File: config.mk
export PLATFORM = sky130hd
export DESIGN_NAME = sem_jobq
export DESIGN_NICKNAME = d
export VERILOG_FILES = /design/src/design/sem_pkg.sv /design/src/design/sem_jobq.sv
export SDC_FILE = /design/constraint.sdc
export NUM_CORES = 1
export LEC_CHECK = 0
export BUFFER_PORTS_ARGS = -buffer_cell sky130_fd_sc_hd__buf_4
export CAP_MARGIN = 20
export CORE_ASPECT_RATIO = 1.75
export CORE_MARGIN = 3
export CORE_UTILIZATION = 41
export CTS_BUF_LIST = sky130_fd_sc_hd__clkbuf_4
export DETAILED_ROUTE_END_ITERATION = 8
export PLACE_DENSITY = 0.77
export SETUP_SLACK_MARGIN = 0.05
export SYNTH_ARGS = -nofsm -noshare
export SYNTH_HDL_FRONTEND = slang
export SYNTH_SLANG_ARGS = --single-unit
File: constraint.sdc
create_clock -name clk -period 39.8 [get_ports clk]
set_clock_uncertainty 0.2 [all_clocks]
set_input_delay 7.96 -clock clk [delete_from_list [all_inputs] [get_ports clk]]
set_output_delay 7.96 -clock clk [all_outputs]
set_load 0.02 [all_outputs]
File: src/design/sem_pkg.sv
`default_nettype none
package sem_pkg;

  localparam int MAX_WIDTH  = 1024;
  localparam int MAX_HEIGHT = 1024;
  localparam int COL_W      = $clog2(MAX_WIDTH);
  localparam int ROW_W      = $clog2(MAX_HEIGHT);
  localparam int DIM_W      = 11;
  localparam int PIX_W      = 24;
  localparam int ENERGY_W   = 21;

  localparam int JOBQ_DEPTH = 2;
  localparam int JOBQ_PTR_W = (JOBQ_DEPTH > 1) ? $clog2(JOBQ_DEPTH) : 1;
  localparam int JOBQ_CNT_W = $clog2(JOBQ_DEPTH + 1);

  localparam logic [1:0] CFG_IMAGE_WIDTH    = 2'd0;
  localparam logic [1:0] CFG_IMAGE_HEIGHT   = 2'd1;
  localparam logic [1:0] CFG_THREE_CHANNELS = 2'd2;

  typedef struct packed {
    logic [7:0] pixel_ch0;
    logic [7:0] pixel_ch1;
    logic [7:0] pixel_ch2;
  } in_t;

  typedef struct packed {
    logic [7:0]       magnitude_ch0;
    logic [7:0]       magnitude_ch1;
    logic [7:0]       magnitude_ch2;
    logic [ROW_W-1:0] out_row;
    logic [COL_W-1:0] out_col;
    logic             last_of_run;
  } out_t;

  typedef struct packed {
    logic             valid;
    logic [1:0]       index;
    logic [DIM_W-1:0] data;
  } cfg_req_t;

  // [row: upper, middle, current][col: oldest .. newest]
  typedef logic [2:0][2:0][PIX_W-1:0] win_t;

  typedef struct packed {
    logic             interior;
    logic             three;
    logic             last;
    logic [ROW_W-1:0] row;
    logic [COL_W-1:0] col;
    win_t             taps;
  } job_t;

endpackage
`default_nettype wire

File: src/design/sem_jobq.sv
`default_nettype none
module sem_jobq (
  input  wire logic          clk,
  input  wire logic          rst_n,
  input  wire logic          push,
  input  wire sem_pkg::job_t push_data,
  output      logic          full,
  input  wire logic          pop,
  output      sem_pkg::job_t pop_data,
  output      logic          empty
);
  import sem_pkg::*;

  job_t                  mem_r [JOBQ_DEPTH];
  logic [JOBQ_PTR_W-1:0] wr_ptr_r, wr_ptr_nxt;
  logic [JOBQ_PTR_W-1:0] rd_ptr_r, rd_ptr_nxt;
  logic [JOBQ_CNT_W-1:0] cnt_r, cnt_nxt;
  logic                  do_push, do_pop;

  assign full     = (cnt_r == JOBQ_CNT_W'(JOBQ_DEPTH));
  assign empty    = (cnt_r == '0);
  assign do_push  = push && !full;
  assign do_pop   = pop && !empty;
  assign pop_data = mem_r[rd_ptr_r];

  always_comb begin
    wr_ptr_nxt = wr_ptr_r;
    rd_ptr_nxt = rd_ptr_r;
    cnt_nxt    = cnt_r;
    if (do_push) begin
      wr_ptr_nxt = (wr_ptr_r == JOBQ_PTR_W'(JOBQ_DEPTH - 1)) ? '0 : wr_ptr_r + JOBQ_PTR_W'(1);
    end
    if (do_pop) begin
      rd_ptr_nxt = (rd_ptr_r == JOBQ_PTR_W'(JOBQ_DEPTH - 1)) ? '0 : rd_ptr_r + JOBQ_PTR_W'(1);
    end
    if (do_push && !do_pop) begin
      cnt_nxt = cnt_r + JOBQ_CNT_W'(1);
    end else if (do_pop && !do_push) begin
      cnt_nxt = cnt_r - JOBQ_CNT_W'(1);
    end
  end

  always_ff @(posedge clk) begin
    if (!rst_n) begin
      wr_ptr_r <= '0;
      rd_ptr_r <= '0;
      cnt_r    <= '0;
    end else begin
      wr_ptr_r <= wr_ptr_nxt;
      rd_ptr_r <= rd_ptr_nxt;
      cnt_r    <= cnt_nxt;
    end
  end

  always_ff @(posedge clk) begin
    if (do_push) begin
      mem_r[wr_ptr_r] <= push_data;
    end
  end

endmodule
`default_nettype wire

======== Yosys cells after proc, flatten, opt, wreduce, memory -nomap -nowiden ========
Memory sizes are Yosys's and may differ from the RTL's. A register that Yosys moved wholly into a read port is not among the register bits.
Cells that the tools add are included.
word-level totals
  memories kept ........................... 1
  logic and storage cells ................. 27
  input bits .............................. 243
  RAM bits ................................ 478
  register bits after elaboration ......... 4
  output and inout port bits .............. 241
operators by class
  mux-type cells .......................... 8
  eq/ne operators ......................... 1
  $add $sub $neg .......................... 4
  reduce and logical (&&, ||, !) cells .... 10
memory list
  memory  words  bits a word  read ports  clocked after Yosys merged registers in  write ports  RTL line        text
  mem_r   2      239          1           1                                        1            sem_jobq.sv:14  job_t mem_r [JOBQ_DEPTH];
operators with widths
  kind                                              count
  two-way mux 1 bit                                 6
  logical AND 1 bit                                 4
  zero test 1 bit                                   4
  two-way mux 2 bit                                 2
  adder 1 bit, second input constant                2
  adder 2 x 1 -> 2 bit, second input constant       1
  equality test 2 bit, second input constant        1
  zero test 2 bit                                   1
  nonzero test 2 bit                                1
  subtractor 2 x 1 -> 2 bit, second input constant  1

======== Logic depth before layout (Yosys ltp) ========
  word-level depth ........................ 7
  gate-level depth with buffers ........... 7
  mapped depth without buffers ............ 7

======== Least setup slack after synthesis ========
No wires, ideal clock.
  kind .................................... input-to-reg
  from .................................... in push
  to ...................................... reg wr_ptr_r
  arrival ................................. 17.895 ns
  stages on the path ...................... 3
  setup slack ............................. 21.605 ns
  path buffers ............................ 0
  cells stage by stage .................... inv_1 -> nor3_2 -> o21a_1
between the ends
  cells in the longest elaborated chain, start to end .. 1
RTL lines
  what                  RTL line        text
  from (decl)           sem_jobq.sv:5   input wire logic push,
  logical AND 1 bit     sem_jobq.sv:22  assign do_push = push && !full;
  to (signal assigned)  sem_jobq.sv:49  wr_ptr_r <= wr_ptr_nxt;
  to (decl)             sem_jobq.sv:15  logic [JOBQ_PTR_W-1:0] wr_ptr_r, wr_ptr_nxt;
No other way between the ends.
A chain may end at the register's enable or synchronous reset.

==> metrics.log <==
INFO  metric overflow = 0
INFO  metric max_clock_freq = 78.7 MHz
INFO  metric synth_most_common_cell = sky130_fd_sc_hd__edfxtp_1
INFO  metric synth_enable_flop_cells = 478
INFO  metric static-leakage-power = 9.28 nW
INFO  metric timing.final.max_slew_violations = 0
INFO  metric regToRegSetupSlack = 36230 ps
INFO  metric place_hpwl = 29200 um
INFO  metric path_class = reg -> out
INFO  metric vias_per_cell = 4.75
INFO  metric postCtsHoldBufs = 0
INFO  metric ys_ff_latch = 483
INFO  metric cts_sinks = 483
INFO  metric synth.avg_cell_area = 23.9 um^2
INFO  metric critical_path.max_fanout = 57
INFO  metric route.detailed.drc = 0
INFO  metric clk_latency = 760 ps
INFO  metric synth_compound_gate_area_share = 0.177%
INFO  metric dieArea = 47500 um^2
INFO  metric routedWlPerCell = 20.7 um
INFO  metric p_int = 0.00106 W
INFO  metric timing.final.setup_violations = 0
INFO  metric multi_input_comb_area = 3590 um^2
INFO  metric comb_power_share = 33.2%
INFO  metric synthesis.instances = 769
INFO  metric critPathRequiredTime = 31640 ps
INFO  metric finalHoldViolCount = 0
INFO  metric finish.cell_count_without_fillers = 1996
INFO  metric ys_async_rst_share = 0%
INFO  metric grt_max_degree = 165
INFO  metric cts_inserted_buffers = 102
INFO  metric area_growth = 29.4%
INFO  metric synth_commonest_cells = 478 x sky130_fd_sc_hd__edfxtp_1, 202 x sky130_fd_sc_hd__mux2_4, 37 x sky130_fd_sc_hd__mux2_2
INFO  metric p_sw_share = 30.1%
INFO  metric cp.arrival = 4540 ps
INFO  metric nFillCells = 3440
INFO  metric antenna_violating_nets_post_route = 0
INFO  metric htreeDepth = 3
INFO  metric cts_buffer_depth = 3
INFO  metric holdPathStages = 2
INFO  metric core_area = 44300 um^2
INFO  metric ff_latch_area = 14500 um^2
INFO  metric cts_tree = yes
INFO  metric finalWirelength = 41400 um
INFO  metric final_layout_size_suffix_gt1_share = 63.0%
INFO  metric post_synthesis_instance_area = 18400 um^2
INFO  metric globalplace.congestion = 0.889
INFO  metric floorplan.rows = 102
INFO  metric grt.total_usage = 16.9%
INFO  metric yosys_warnings = 0
INFO  metric post-cts-setup-buffers = 0
INFO  metric numPlacedInstances = 1806
INFO  metric io_pins = 484
INFO  metric vias = 9482
INFO  metric top_layer_used = met5
INFO  metric r2r_start = cnt_r[0]
INFO  metric arithmetic_cell_share_of_the_synthesized_area_counting_full_adders_half_adders_and_majority_gates = 0.0681%
INFO  metric post_synth_main_area_contributors = sky130_fd_sc_hd__edfxtp_1 78%, sky130_fd_sc_hd__mux2_4 17%, sky130_fd_sc_hd__mux2_2 2.3%, sky130_fd_sc_hd__buf_8 0.90%, sky130_fd_sc_hd__buf_6 0.80%
INFO  metric setup-tns-final = 0 ps
INFO  metric synthXorXnorAreaFrac = 0.143%
INFO  metric synth_top_area_share = 78.1%
INFO  metric cts.clk_slew.worst_paths = 70 ps
INFO  metric first_iter_violations = 498
INFO  metric min_path_type = reg -> reg
INFO  metric hold-path-endpoint = cnt_r[1]
INFO  metric layout_worst_path_cycle_share = 31.9%
INFO  metric detailedRoute.firstPassIterationCount = 4
INFO  metric pwr_density_cell = 63.6 nW/um^2
INFO  metric synth_mux_area_share = 18.8%
INFO  metric synth_largest_area_cell = sky130_fd_sc_hd__edfxtp_1
INFO  metric rr_endpoint = mem_r[1][100]
INFO  metric run_status = finished clean
INFO  metric design.final.nets = 1583
INFO  metric reg2regPathDepth = 4
INFO  metric ys_seq_area_share = 78.6%
INFO  metric synthSimpleGateAreaFrac = 0.300%
INFO  metric post_cts_resized = 0
INFO  metric synth_top_family_by_area = multiplexers
INFO  metric max_cap_violations = 0
INFO  metric critPathLaunchType = flip-flop
INFO  metric rsz0062_at_grt = no
INFO  metric io_buffer_count = 483
INFO  metric syn-num-nets = 1013
INFO  metric switchingPower = 0.000456 W
INFO  metric met2WireLength = 22300 um
INFO  metric via_count_of_the_first_global_routing_pass = 10500
INFO  metric clockRootBuffer = sky130_fd_sc_hd__clkbuf_4
INFO  metric total_met3_wirelength_after_detailed_routing = 3690 um
INFO  metric finalCriticalPeriod = 12700 ps
INFO  metric clkPwrFrac = 22.9%
INFO  metric timing.critical_path.to_type = output pin
INFO  metric synth.distinct_cells = 23
INFO  metric worst_slew_pin_slew = 1040 ps
INFO  metric hold_path_startpoint = cnt_r[1]
INFO  metric power_frac_seq = 43.9%
INFO  metric ys.flop_type = sky130_fd_sc_hd__edfxtp_1
INFO  metric max-slew-margin-rel = 30.6%
INFO  metric die_h = 286 um
INFO  metric die_w = 166 um
INFO  metric vdd.ir_drop.worst = 0.0757 mV
INFO  metric antenna_found_initial = 13
INFO  metric start_util = 41.5%
INFO  metric wl_met1 = 12800 um
INFO  metric wire_length_of_the_first_global_routing_pass = 60700 um
==> registers in the layout, indices dropped and copies added (netlist names), named ones only <==
name and cells:
mem_r 478, wr_ptr_r 1, cnt_r 2, rd_ptr_r 1
==> worst max-delay path: stages, from the launching register on <==
cell	delay, ps
sky130_fd_sc_hd__dfxtp_4	700
sky130_fd_sc_hd__buf_4	660
sky130_fd_sc_hd__buf_4	800
sky130_fd_sc_hd__buf_4	900
sky130_fd_sc_hd__mux2_2	420
sky130_fd_sc_hd__buf_4	160
==> cell families after synthesis <==
group                    Yosys count
XOR/XNOR                           3
multiplexers                     239
AO/OA/AOI/OAI                      5
flip-flops                       483
adder cells (fa/ha/maj)            1
buffers and inverters             29
AND/OR/NAND/NOR                    9
==> power by group through the flow <==
| stage | combinational, W | sequential (W) | clock [W] |
|---|---|---|---|
| after floorplan | 0.000341 | 0.000684 | 0 |
| after global placement | 0.000500 | 0.000672 | 0 |
| after detailed placement | 0.000506 | 0.000676 | 0 |
| final | 0.000501 | 0.000664 | 0.000347 |
| after global routing | 0.000526 | 0.000670 | 0.000387 |
| after CTS | 0.000507 | 0.000665 | 0.000363 |
==> worst max path at each step <==
stage	startpoint	slack, ps	endpoint
final	flip-flop	27100	pop_data[209]
after global routing	flip-flop	26750	pop_data[209]
after CTS	flip-flop	26890	pop_data[209]
after global placement	flip-flop	27920	pop_data[223]
after detailed placement	flip-flop	27830	pop_data[209]
after floorplan	push	21610	wr_ptr_r
==> per-layer routing <==
| metal | GRT usage (%) | vias to the layer above |
|---|---|---|
| li1 | - | 4280 |
| met4 | 11.3 | 8 |
| met1 | 15.9 | 4619 |
| met2 | 30.2 | 437 |
| met3 | 6.36 | 138 |
| met5 | 0 | - |
==> layout by cell type, fill, tap and decap left out, types with 2 or more instances in the layout <==
cell,synthesis,routed
sky130_fd_sc_hd__dfxtp_1,5,4
sky130_fd_sc_hd__mux2_4,202,202
sky130_fd_sc_hd__mux2_2,37,37
sky130_fd_sc_hd__nor2_1,2,2
sky130_fd_sc_hd__diode_2,0,9
sky130_fd_sc_hd__clkinv_1,0,24
sky130_fd_sc_hd__edfxtp_1,478,478
sky130_fd_sc_hd__buf_4,0,491
sky130_fd_sc_hd__clkbuf_4,0,149
sky130_fd_sc_hd__xnor2_1,2,2
sky130_fd_sc_hd__inv_6,0,3
sky130_fd_sc_hd__and2_1,3,3
sky130_fd_sc_hd__inv_1,2,2
sky130_fd_sc_hd__clkinv_2,0,2
==> layout make-up <==
class / count / area share (%)
Sequential cell: 483 / 60.8
Timing Repair Buffer: 493 / 15.7
Multi-Input combinational cell: 257 / 15.1
Clock buffer: 149 / 4.70
Tap cell: 572 / 3.01
Clock inverter: 31 / 0.584
Antenna cell: 9 / 0.0947
Inverter: 2 / 0.0316
==> stage by stage <==
step / setup slack, ps / utilization [%] / hold WS (ps) / instance area [um^2] / power, W
final: 27100 / 53.7 / 349 / 23800 / 0.00151
after detailed placement: 27830 / 50.7 / 330 / 22500 / 0.00118
after global routing: 26750 / 53.7 / 367 / 23800 / 0.00158
after CTS: 26890 / 53.6 / 346 / 23700 / 0.00154
after global placement: 27920 / 50.7 / 297 / 22500 / 0.00117
after floorplan: 21610 / - / 283 / 18400 / 0.00103
Note: power is estimated with default switching activity, not from simulation.
