`config.mk`:
```
export PLATFORM = sky130hd
export DESIGN_NAME = sem_back
export DESIGN_NICKNAME = d
export VERILOG_FILES = /design/src/design/sem_pkg.sv /design/src/design/sem_back.sv
export SDC_FILE = /design/constraint.sdc
export NUM_CORES = 2
export LEC_CHECK = 0
export ABC_AREA = 0
export BUFFER_PORTS_ARGS = -buffer_cell sky130_fd_sc_hd__buf_4
export CORE_ASPECT_RATIO = 0.9
export CORE_MARGIN = 4
export CORE_UTILIZATION = 55
export CTS_BUF_LIST = sky130_fd_sc_hd__clkbuf_4 sky130_fd_sc_hd__clkbuf_8
export DETAILED_ROUTE_END_ITERATION = 10
export PLACE_DENSITY = 0.75
export SKIP_CTS_REPAIR_TIMING = 1
export SYNTH_ARGS = -nofsm -noshare
export SYNTH_HDL_FRONTEND = slang
export SYNTH_SLANG_ARGS = --single-unit
```
`constraint.sdc`:
```
create_clock -name clk -period 17.4 [get_ports clk]
set_input_delay 2.61 -clock clk [delete_from_list [all_inputs] [get_ports clk]]
set_output_delay 2.61 -clock clk [all_outputs]
set_load 0.01 [all_outputs]
```
`src/design/sem_pkg.sv`:
```
`default_nettype none
package sem_pkg;

  localparam int MAX_WIDTH  = 1024;
  localparam int MAX_HEIGHT = 1024;
  localparam int COL_W      = $clog2(MAX_WIDTH);
  localparam int ROW_W      = $clog2(MAX_HEIGHT);
  localparam int DIM_W      = 11;
  localparam int PIX_W      = 24;
  localparam int ENERGY_W   = 21;

  localparam int JOBQ_DEPTH = 2;
  localparam int JOBQ_PTR_W = (JOBQ_DEPTH > 1) ? $clog2(JOBQ_DEPTH) : 1;
  localparam int JOBQ_CNT_W = $clog2(JOBQ_DEPTH + 1);

  localparam logic [1:0] CFG_IMAGE_WIDTH    = 2'd0;
  localparam logic [1:0] CFG_IMAGE_HEIGHT   = 2'd1;
  localparam logic [1:0] CFG_THREE_CHANNELS = 2'd2;

  typedef struct packed {
    logic [7:0] pixel_ch0;
    logic [7:0] pixel_ch1;
    logic [7:0] pixel_ch2;
  } in_t;

  typedef struct packed {
    logic [7:0]       magnitude_ch0;
    logic [7:0]       magnitude_ch1;
    logic [7:0]       magnitude_ch2;
    logic [ROW_W-1:0] out_row;
    logic [COL_W-1:0] out_col;
    logic             last_of_run;
  } out_t;

  typedef struct packed {
    logic             valid;
    logic [1:0]       index;
    logic [DIM_W-1:0] data;
  } cfg_req_t;

  // [row: upper, middle, current][col: oldest .. newest]
  typedef logic [2:0][2:0][PIX_W-1:0] win_t;

  typedef struct packed {
    logic             interior;
    logic             three;
    logic             last;
    logic [ROW_W-1:0] row;
    logic [COL_W-1:0] col;
    win_t             taps;
  } job_t;

endpackage
`default_nettype wire

```
`src/design/sem_back.sv`:
```
`default_nettype none
module sem_back (
  input  wire logic          clk,
  input  wire logic          rst_n,
  input  wire logic          q_empty,
  output      logic          q_pop,
  input  wire sem_pkg::job_t q_data,
  output      logic          empty,
  input  wire logic          pop,
  output      sem_pkg::out_t out_result
);
  import sem_pkg::*;

  typedef enum logic [3:0] {
    B_IDLE = 4'b0001,
    B_GRAD = 4'b0010,
    B_ROOT = 4'b0100,
    B_OUT  = 4'b1000
  } bstate_t;

  bstate_t                   state_r, state_nxt;
  job_t                      job_r;
  logic [2:0][ENERGY_W-1:0]  sq_r, sq_nxt;
  logic [2:0][7:0]           res_r, res_nxt;
  logic [2:0]                bit_r, bit_nxt;
  logic                      out_valid_r, out_valid_nxt;
  out_t                      out_r, out_nxt;
  logic [2:0][7:0]           mag;

  function automatic logic [7:0] px(input win_t w, input int i, input int j, input int c);
    return w[i][j][8*c +: 8];
  endfunction

  function automatic logic [ENERGY_W-1:0] grad_energy(input win_t w, input int c);
    logic [9:0]         s_r, s_l, s_b, s_t;
    logic signed [10:0] gx, gy;
    logic signed [21:0] gx2, gy2;
    s_r = {2'b0, px(w, 0, 2, c)} + {1'b0, px(w, 1, 2, c), 1'b0} + {2'b0, px(w, 2, 2, c)};
    s_l = {2'b0, px(w, 0, 0, c)} + {1'b0, px(w, 1, 0, c), 1'b0} + {2'b0, px(w, 2, 0, c)};
    s_b = {2'b0, px(w, 2, 0, c)} + {1'b0, px(w, 2, 1, c), 1'b0} + {2'b0, px(w, 2, 2, c)};
    s_t = {2'b0, px(w, 0, 0, c)} + {1'b0, px(w, 0, 1, c), 1'b0} + {2'b0, px(w, 0, 2, c)};
    gx  = $signed({1'b0, s_r}) - $signed({1'b0, s_l});
    gy  = $signed({1'b0, s_b}) - $signed({1'b0, s_t});
    gx2 = gx * gx;
    gy2 = gy * gy;
    return {1'b0, gx2[19:0]} + {1'b0, gy2[19:0]};
  endfunction

  assign q_pop      = (state_r == B_IDLE) && !q_empty;
  assign empty      = !out_valid_r;
  assign out_result = out_r;

  always_comb begin
    for (int c = 0; c < 3; c++) begin
      mag[c] = (sq_r[c][ENERGY_W-1:16] != '0) ? 8'hFF : res_r[c];
    end
  end

  always_comb begin
    logic [7:0]  t;
    logic [15:0] tt;
    state_nxt     = state_r;
    sq_nxt        = sq_r;
    res_nxt       = res_r;
    bit_nxt       = bit_r;
    out_valid_nxt = out_valid_r;
    out_nxt       = out_r;
    t             = '0;
    tt            = '0;

    if (out_valid_r && pop) begin
      out_valid_nxt = 1'b0;
    end

    unique case (state_r)
      B_IDLE: begin
        if (!q_empty) state_nxt = B_GRAD;
      end
      B_GRAD: begin
        for (int c = 0; c < 3; c++) begin
          sq_nxt[c] = grad_energy(job_r.taps, c);
        end
        res_nxt   = '0;
        bit_nxt   = 3'd7;
        state_nxt = B_ROOT;
      end
      B_ROOT: begin
        for (int c = 0; c < 3; c++) begin
          t  = res_r[c] | (8'd1 << bit_r);
          tt = t * t;
          if ({{(ENERGY_W-16){1'b0}}, tt} <= sq_r[c]) res_nxt[c] = t;
        end
        bit_nxt = bit_r - 3'd1;
        if (bit_r == '0) state_nxt = B_OUT;
      end
      B_OUT: begin
        if (!out_valid_r || pop) begin
          out_nxt.magnitude_ch0 = job_r.interior ? mag[0] : 8'd0;
          out_nxt.magnitude_ch1 = (job_r.interior && job_r.three) ? mag[1] : 8'd0;
          out_nxt.magnitude_ch2 = (job_r.interior && job_r.three) ? mag[2] : 8'd0;
          out_nxt.out_row       = job_r.row;
          out_nxt.out_col       = job_r.col;
          out_nxt.last_of_run   = job_r.last;
          out_valid_nxt         = 1'b1;
          state_nxt             = B_IDLE;
        end
      end
      default: state_nxt = B_IDLE;
    endcase
  end

  always_ff @(posedge clk) begin
    if (!rst_n) begin
      state_r     <= B_IDLE;
      out_valid_r <= 1'b0;
    end else begin
      state_r     <= state_nxt;
      out_valid_r <= out_valid_nxt;
    end
  end

  always_ff @(posedge clk) begin
    if (q_pop) job_r <= q_data;
    sq_r  <= sq_nxt;
    res_r <= res_nxt;
    bit_r <= bit_nxt;
    out_r <= out_nxt;
  end

  a_grad_after_pop: assert property (@(posedge clk) disable iff (!rst_n)
    state_r == B_GRAD |-> $past(q_pop))
    else $error("gradient stage entered without a job");

  a_root_ends: assert property (@(posedge clk) disable iff (!rst_n)
    state_r == B_ROOT && bit_r == '0 |=> state_r == B_OUT)
    else $error("root iteration did not end after its last bit");

endmodule
`default_nettype wire
```
* After elaboration in Yosys (flattened, before gate mapping)
Cells that the tools add are included.
** Word-level totals
- Register bits after elaboration :: 355
- Input bits :: 243
- Output and inout port bits :: 47
** Operators by class
- Add/sub/neg operators :: 34
- Multiply operators :: 9
- Order comparisons :: 3
- Equality and inequality tests :: 10
- Shift-type cells :: 1
- Mux-type cells :: 15
- Bitwise operators :: 3
- Reductions and logical operators :: 16
** Operators with widths (count)
- 10-bit by 8-bit adder with 10-bit output :: 12
- 8-bit by 9-bit adder with 10-bit output :: 12
- 11-bit by 11-bit multiplier with 20-bit output :: 6
- 10-bit by 10-bit subtractor with 11-bit output :: 6
- 20-bit by 20-bit adder with 21-bit output :: 3
- 16-bit by 21-bit less-or-equal comparator with 1-bit output :: 3
- 8-bit by 8-bit multiplier with 16-bit output :: 3
- 8-bit 2-to-1 mux :: 6
- 24-bit one-hot mux with 2 select lines :: 1
- 8-bit OR :: 3
- 4-bit one-hot mux with 4 select lines :: 1
- 5-bit nonzero test :: 3
- 4-bit 2-to-1 mux :: 3
- 2-bit inequality test (second input constant) :: 6
- 2-bit AND reduction :: 4
- 1-bit by 3-bit left shift with 8-bit output (first input constant) :: 1
- 3-bit one-hot mux with 2 select lines :: 1
- 4-bit by 1-bit == test with 1-bit output (second input constant) :: 1
- 4-bit by 2-bit == test with 1-bit output (second input constant) :: 1
- 4-bit by 3-bit == test with 1-bit output (second input constant) :: 1
- 4-bit == test (second input constant) :: 1
- 1-bit logical AND :: 3
- 3-bit zero test :: 1
- 1-bit 2-to-1 mux :: 3
- 5 further kinds :: 6

* Depth between registers and ports, before layout
- Depth after elaboration :: 6
- Gate-level depth with buffers :: 40
- Gate-level depth less buffers :: 40

* Worst setup path before layout
Ideal clock, no wire load.
- Path type :: input to output
- Start :: input q_empty
- End :: output q_pop
- Data arrival time :: 12272 ps
- Required time :: 14790 ps
- Path slack :: 2518 ps
- Stages :: 1
- Buffers on the path :: 0
- Cells stage by stage :: nor2b_1
** Between the ends
- Cells in the longest elaborated chain, start to end :: 2
** Ends and longest elaborated chain
- start: declaration :: RTL line sem_back.sv:5 : input wire logic q_empty,
- 1-bit zero test
- 1-bit logical AND :: RTL line sem_back.sv:49 : assign q_pop = (state_r == B_IDLE) && !q_empty;
- end: declaration :: RTL line sem_back.sv:6 : output logic q_pop,
Every way passes these cells.

* Worst setup path after layout
- Start :: register job_r[48] in the netlist's numbering
- End :: register sq_r[19] in the netlist's numbering, data pin
** Between the ends
- Cells in the longest elaborated chain, start to end :: 5
** Ends and longest elaborated chain
- start: declaration :: RTL line sem_back.sv:22 : job_t job_r;
- start signal: assignment :: RTL line sem_back.sv:123 : if (q_pop) job_r <= q_data;
- 8-bit by 9-bit adder with 10-bit output :: RTL line sem_back.sv:38 : s_r = {2'b0, px(w, 0, 2, c)} + {1'b0, px(w, 1, 2, c), 1'b0} + {2'b0, px(w, 2, 2, c)};
- 10-bit by 8-bit adder with 10-bit output :: RTL line sem_back.sv:38
- 10-bit by 10-bit subtractor with 11-bit output :: RTL line sem_back.sv:42 : gx = $signed({1'b0, s_r}) - $signed({1'b0, s_l});
- 11-bit by 11-bit multiplier with 20-bit output :: RTL line sem_back.sv:44 : gx2 = gx * gx;
- 20-bit by 20-bit adder with 21-bit output * :: RTL line sem_back.sv:46 : return {1'b0, gx2[19:0]} + {1'b0, gy2[19:0]};
- end signal: assignment :: RTL line sem_back.sv:124 : sq_r <= sq_nxt;
- end: declaration :: RTL line sem_back.sv:23 : logic [2:0][ENERGY_W-1:0] sq_r, sq_nxt;
Mark *: on every way between the ends. The rest lies on a longest branch, timed or not.
A chain may end at the register's enable or synchronous reset.

==> results_dict.tcl <==
set metrics [dict create \
    ys_types 71 \
    synth_area_leaders "fa_1, edfxtp_1, ha_1" \
    synth-seq-cells 355 \
    reg2reg_from "job_r[48]$_DFFE_PP_" \
    final_common_cell "inv_1" \
    wl_per_cell_um 15.5 \
    hp-class "reg -> reg" \
    fmax_ghz 0.0946 \
    cts.sinks 355 \
    grt_max_degree 80 \
    die_x_um 322 \
    yosys.area.top_type "fa_1" \
    hold-path-endpoint "out_result[13]$_DFFE_PP_" \
    track_usage 0.219 \
    start_util 0.555 \
    slowest_stage "xor2_1" \
    routed_via_density 5.15 \
    ys_warn_count 0 \
    clk_pin_slew_ns 0.07 \
    grt_pass1_vias 35100 \
    drt_first_iter_violations 1877 \
    r2r_cells 34 \
    final_nets 6632 \
    wirelength_um 96900 \
    synthCells 4755 \
    met3_usage 0.0352 \
    cts_inserted_buffers 66 \
    setup_viol 0 \
    critPathMaxStageDelay_ns 0.63 \
    cp-end-kind "flop" \
    setup.worst_path.start_class "flop" \
    synth-edff-count 350 \
    portBuffers 265 \
    coreArea_um2 87800 \
    whs_path_depth 0 \
    drive_gt1_frac 0.0862 \
    place_hpwl_um 81300 \
    use_met1 0.301 \
    rsz0062_at_grt "false" \
    row_count 103 \
    yosysTopAreaCellShare 0.338 \
    post-route-drc-count 0 \
    rr_endpoint "sq_r[19]$_DFFE_PP_" \
    finalCriticalPeriod_ns 10.57 \
    grt_pass1_wl_um 167000 \
    postSynth.asyncResetShare 0 \
    yosysSeqAreaShare 0.218 \
    hold_viol_final 0 \
    skew_ns 0.0379 \
    rrSetupSlack_ns 6.83 \
    io_pins 290 \
    syn_nets 6323 \
    firstDrtPassIters 6 \
    antenna_found_initial 2 \
    setup-tns-final_ns 0 \
    nFillCells 7123 \
    critPathKind "reg -> reg" \
    synth_ff_type "edfxtp_1" \
    crit_top_cell "fa_1" \
    arrival_ns 11.01 \
    status "complete, no violations" \
    place.gp.congestion 0.864 \
    worstPathRequired_ns 17.83 \
    tightest_slew_ns 1.15 \
    clock_latency_ns 0.70 \
    maxSlewViolCount 0 \
    die_area_um2 93400 \
    grt_busiest_layer "met2" \
    relSlewSlack 0.221 \
    synthesis.area_um2 48700 \
    vias 32300 \
    cp_max_fo 9 \
    drv_cap 0 \
    timing.final.crit_share 0.608 \
    cts_max_path_buffers 3 \
    ant_nets 0 \
    grt_overflow 0 \
    htree_levels 3 \
    chipHeight_um 290 \
    avgSynthCellArea_um2 10.2 \
    final_cell_mix "inv_1, fa_1, ha_1" \
    met2_usage 0.367 \
    area_growth_pct 9.88 \
    clock-root-buffer "clkbuf_8" \
    hp-start "job_r[228]$_DFFE_PP_" \
    cts_tree "done" \
]
[per-stage QoR]
stage	setup WS [ns]	cells	hold slack (ns)	instance area [um^2]	util
6_report	6.83	6264	0.418	53500	0.610
5_1_grt	6.31	6264	0.426	53500	0.610
4_1_cts	6.89	6262	0.420	53500	0.610
3_5_place_dp	6.95	6151	0.405	52200	0.595
3_3_place_gp	7.16	6151	0.400	52200	0.595
2_1_floorplan	2.52	4755	0.400	48700	-
[critical path: cells and delay by family (launching register included)]
| family | cells | cell delay, ns |
|---|---|---|
| DFF | 1 | 0.44 |
| and+or+nand+nor | 3 | 0.77 |
| buffers and inverters | 5 | 0.50 |
| AOI/OAI and AO/OA | 12 | 2.62 |
| xor gates and xnor gates | 2 | 0.75 |
| adders and majority gates | 12 | 5.24 |
[worst max path at each step]
stage                        start            endpoint  slack, ns  cells after the start
2_1_floorplan              q_empty               q_pop       2.52                      1
5_1_grt        job_r[48]$_DFFE_PP_  sq_r[19]$_DFFE_PP_       6.31                     34
6_report       job_r[48]$_DFFE_PP_  sq_r[19]$_DFFE_PP_       6.83                     34
3_3_place_gp   job_r[48]$_DFFE_PP_  sq_r[19]$_DFFE_PP_       7.16                     35
3_5_place_dp   job_r[48]$_DFFE_PP_  sq_r[19]$_DFFE_PP_       6.95                     34
4_1_cts        job_r[48]$_DFFE_PP_  sq_r[19]$_DFFE_PP_       6.89                     34
[sequential cells by signal, summed over array words and instances (netlist names)]
register,flops
bit_r,3
job_r,215
out_result,45
state_r,4
res_r,24
out_valid_r,1
sq_r,63
[logic make-up (layout without fill, tap and decap cells)]
logic type	after synthesis	count (layout)	share of synthesized area
adder cells (fa/ha/maj)	1325	1325	0.467
XOR/XNOR	299	299	0.0541
buffers and inverters	1326	1678	0.102
AO/OA/AOI/OAI	524	524	0.0710
flip-flops	355	355	0.218
multiplexers	5	5	0.00103
other	0	2	0
AND/OR/NAND/NOR	921	921	0.0869
[Yosys cell counts, types with 4 or more instances]
cell type,number
inv_1,1265
fa_1,822
ha_1,503
edfxtp_1,350
nor2_1,338
nand2_1,236
xnor2_1,235
a21oi_1,164
and2_1,123
o21ai_0,76
xor2_1,62
o21a_1,61
a21o_1,53
nor3_1,53
clkbuf_1,49
nor2b_1,43
nand3_1,40
a211oi_1,22
a31oi_1,22
or2_2,18
nand2b_1,16
o21bai_1,16
and3_1,14
o2111ai_1,13
o211ai_1,11
o21ai_1,11
nand4_1,9
nor4_1,9
o31ai_1,9
a21boi_0,8
a31o_2,8
or3_1,8
clkinv_1,7
o41a_1,6
dfxtp_1,5
mux2i_1,5
nor4b_1,5
o31a_1,5
a211o_1,4
o41ai_2,4
[cell type report]
cell class              instances  area [um^2]  share of cell area
inverters                    1274         4780              0.0894
flip-flops and latches        355        10600               0.198
well taps                    1155         1450              0.0270
diodes                          2         5.00           0.0000935
clock buffers                  78          998              0.0187
repair buffers                293         2200              0.0411
multi-input cells            3074        33100               0.619
clock inverters                33          348             0.00650
[per-layer routing]
| layer | vias to the layer above | share of wire |
|---|---|---|
| met3 | 135 | 0.053 |
| met4 | 0 | 0.020 |
| met1 | 16000 | 0.44 |
| li1 | 15400 | - |
| met2 | 746 | 0.49 |
| met5 | - | 0 |
Power is left out: the tool's default activity adds up to more than one toggle a clock period on the data nets, which glitch-free logic cannot reach.
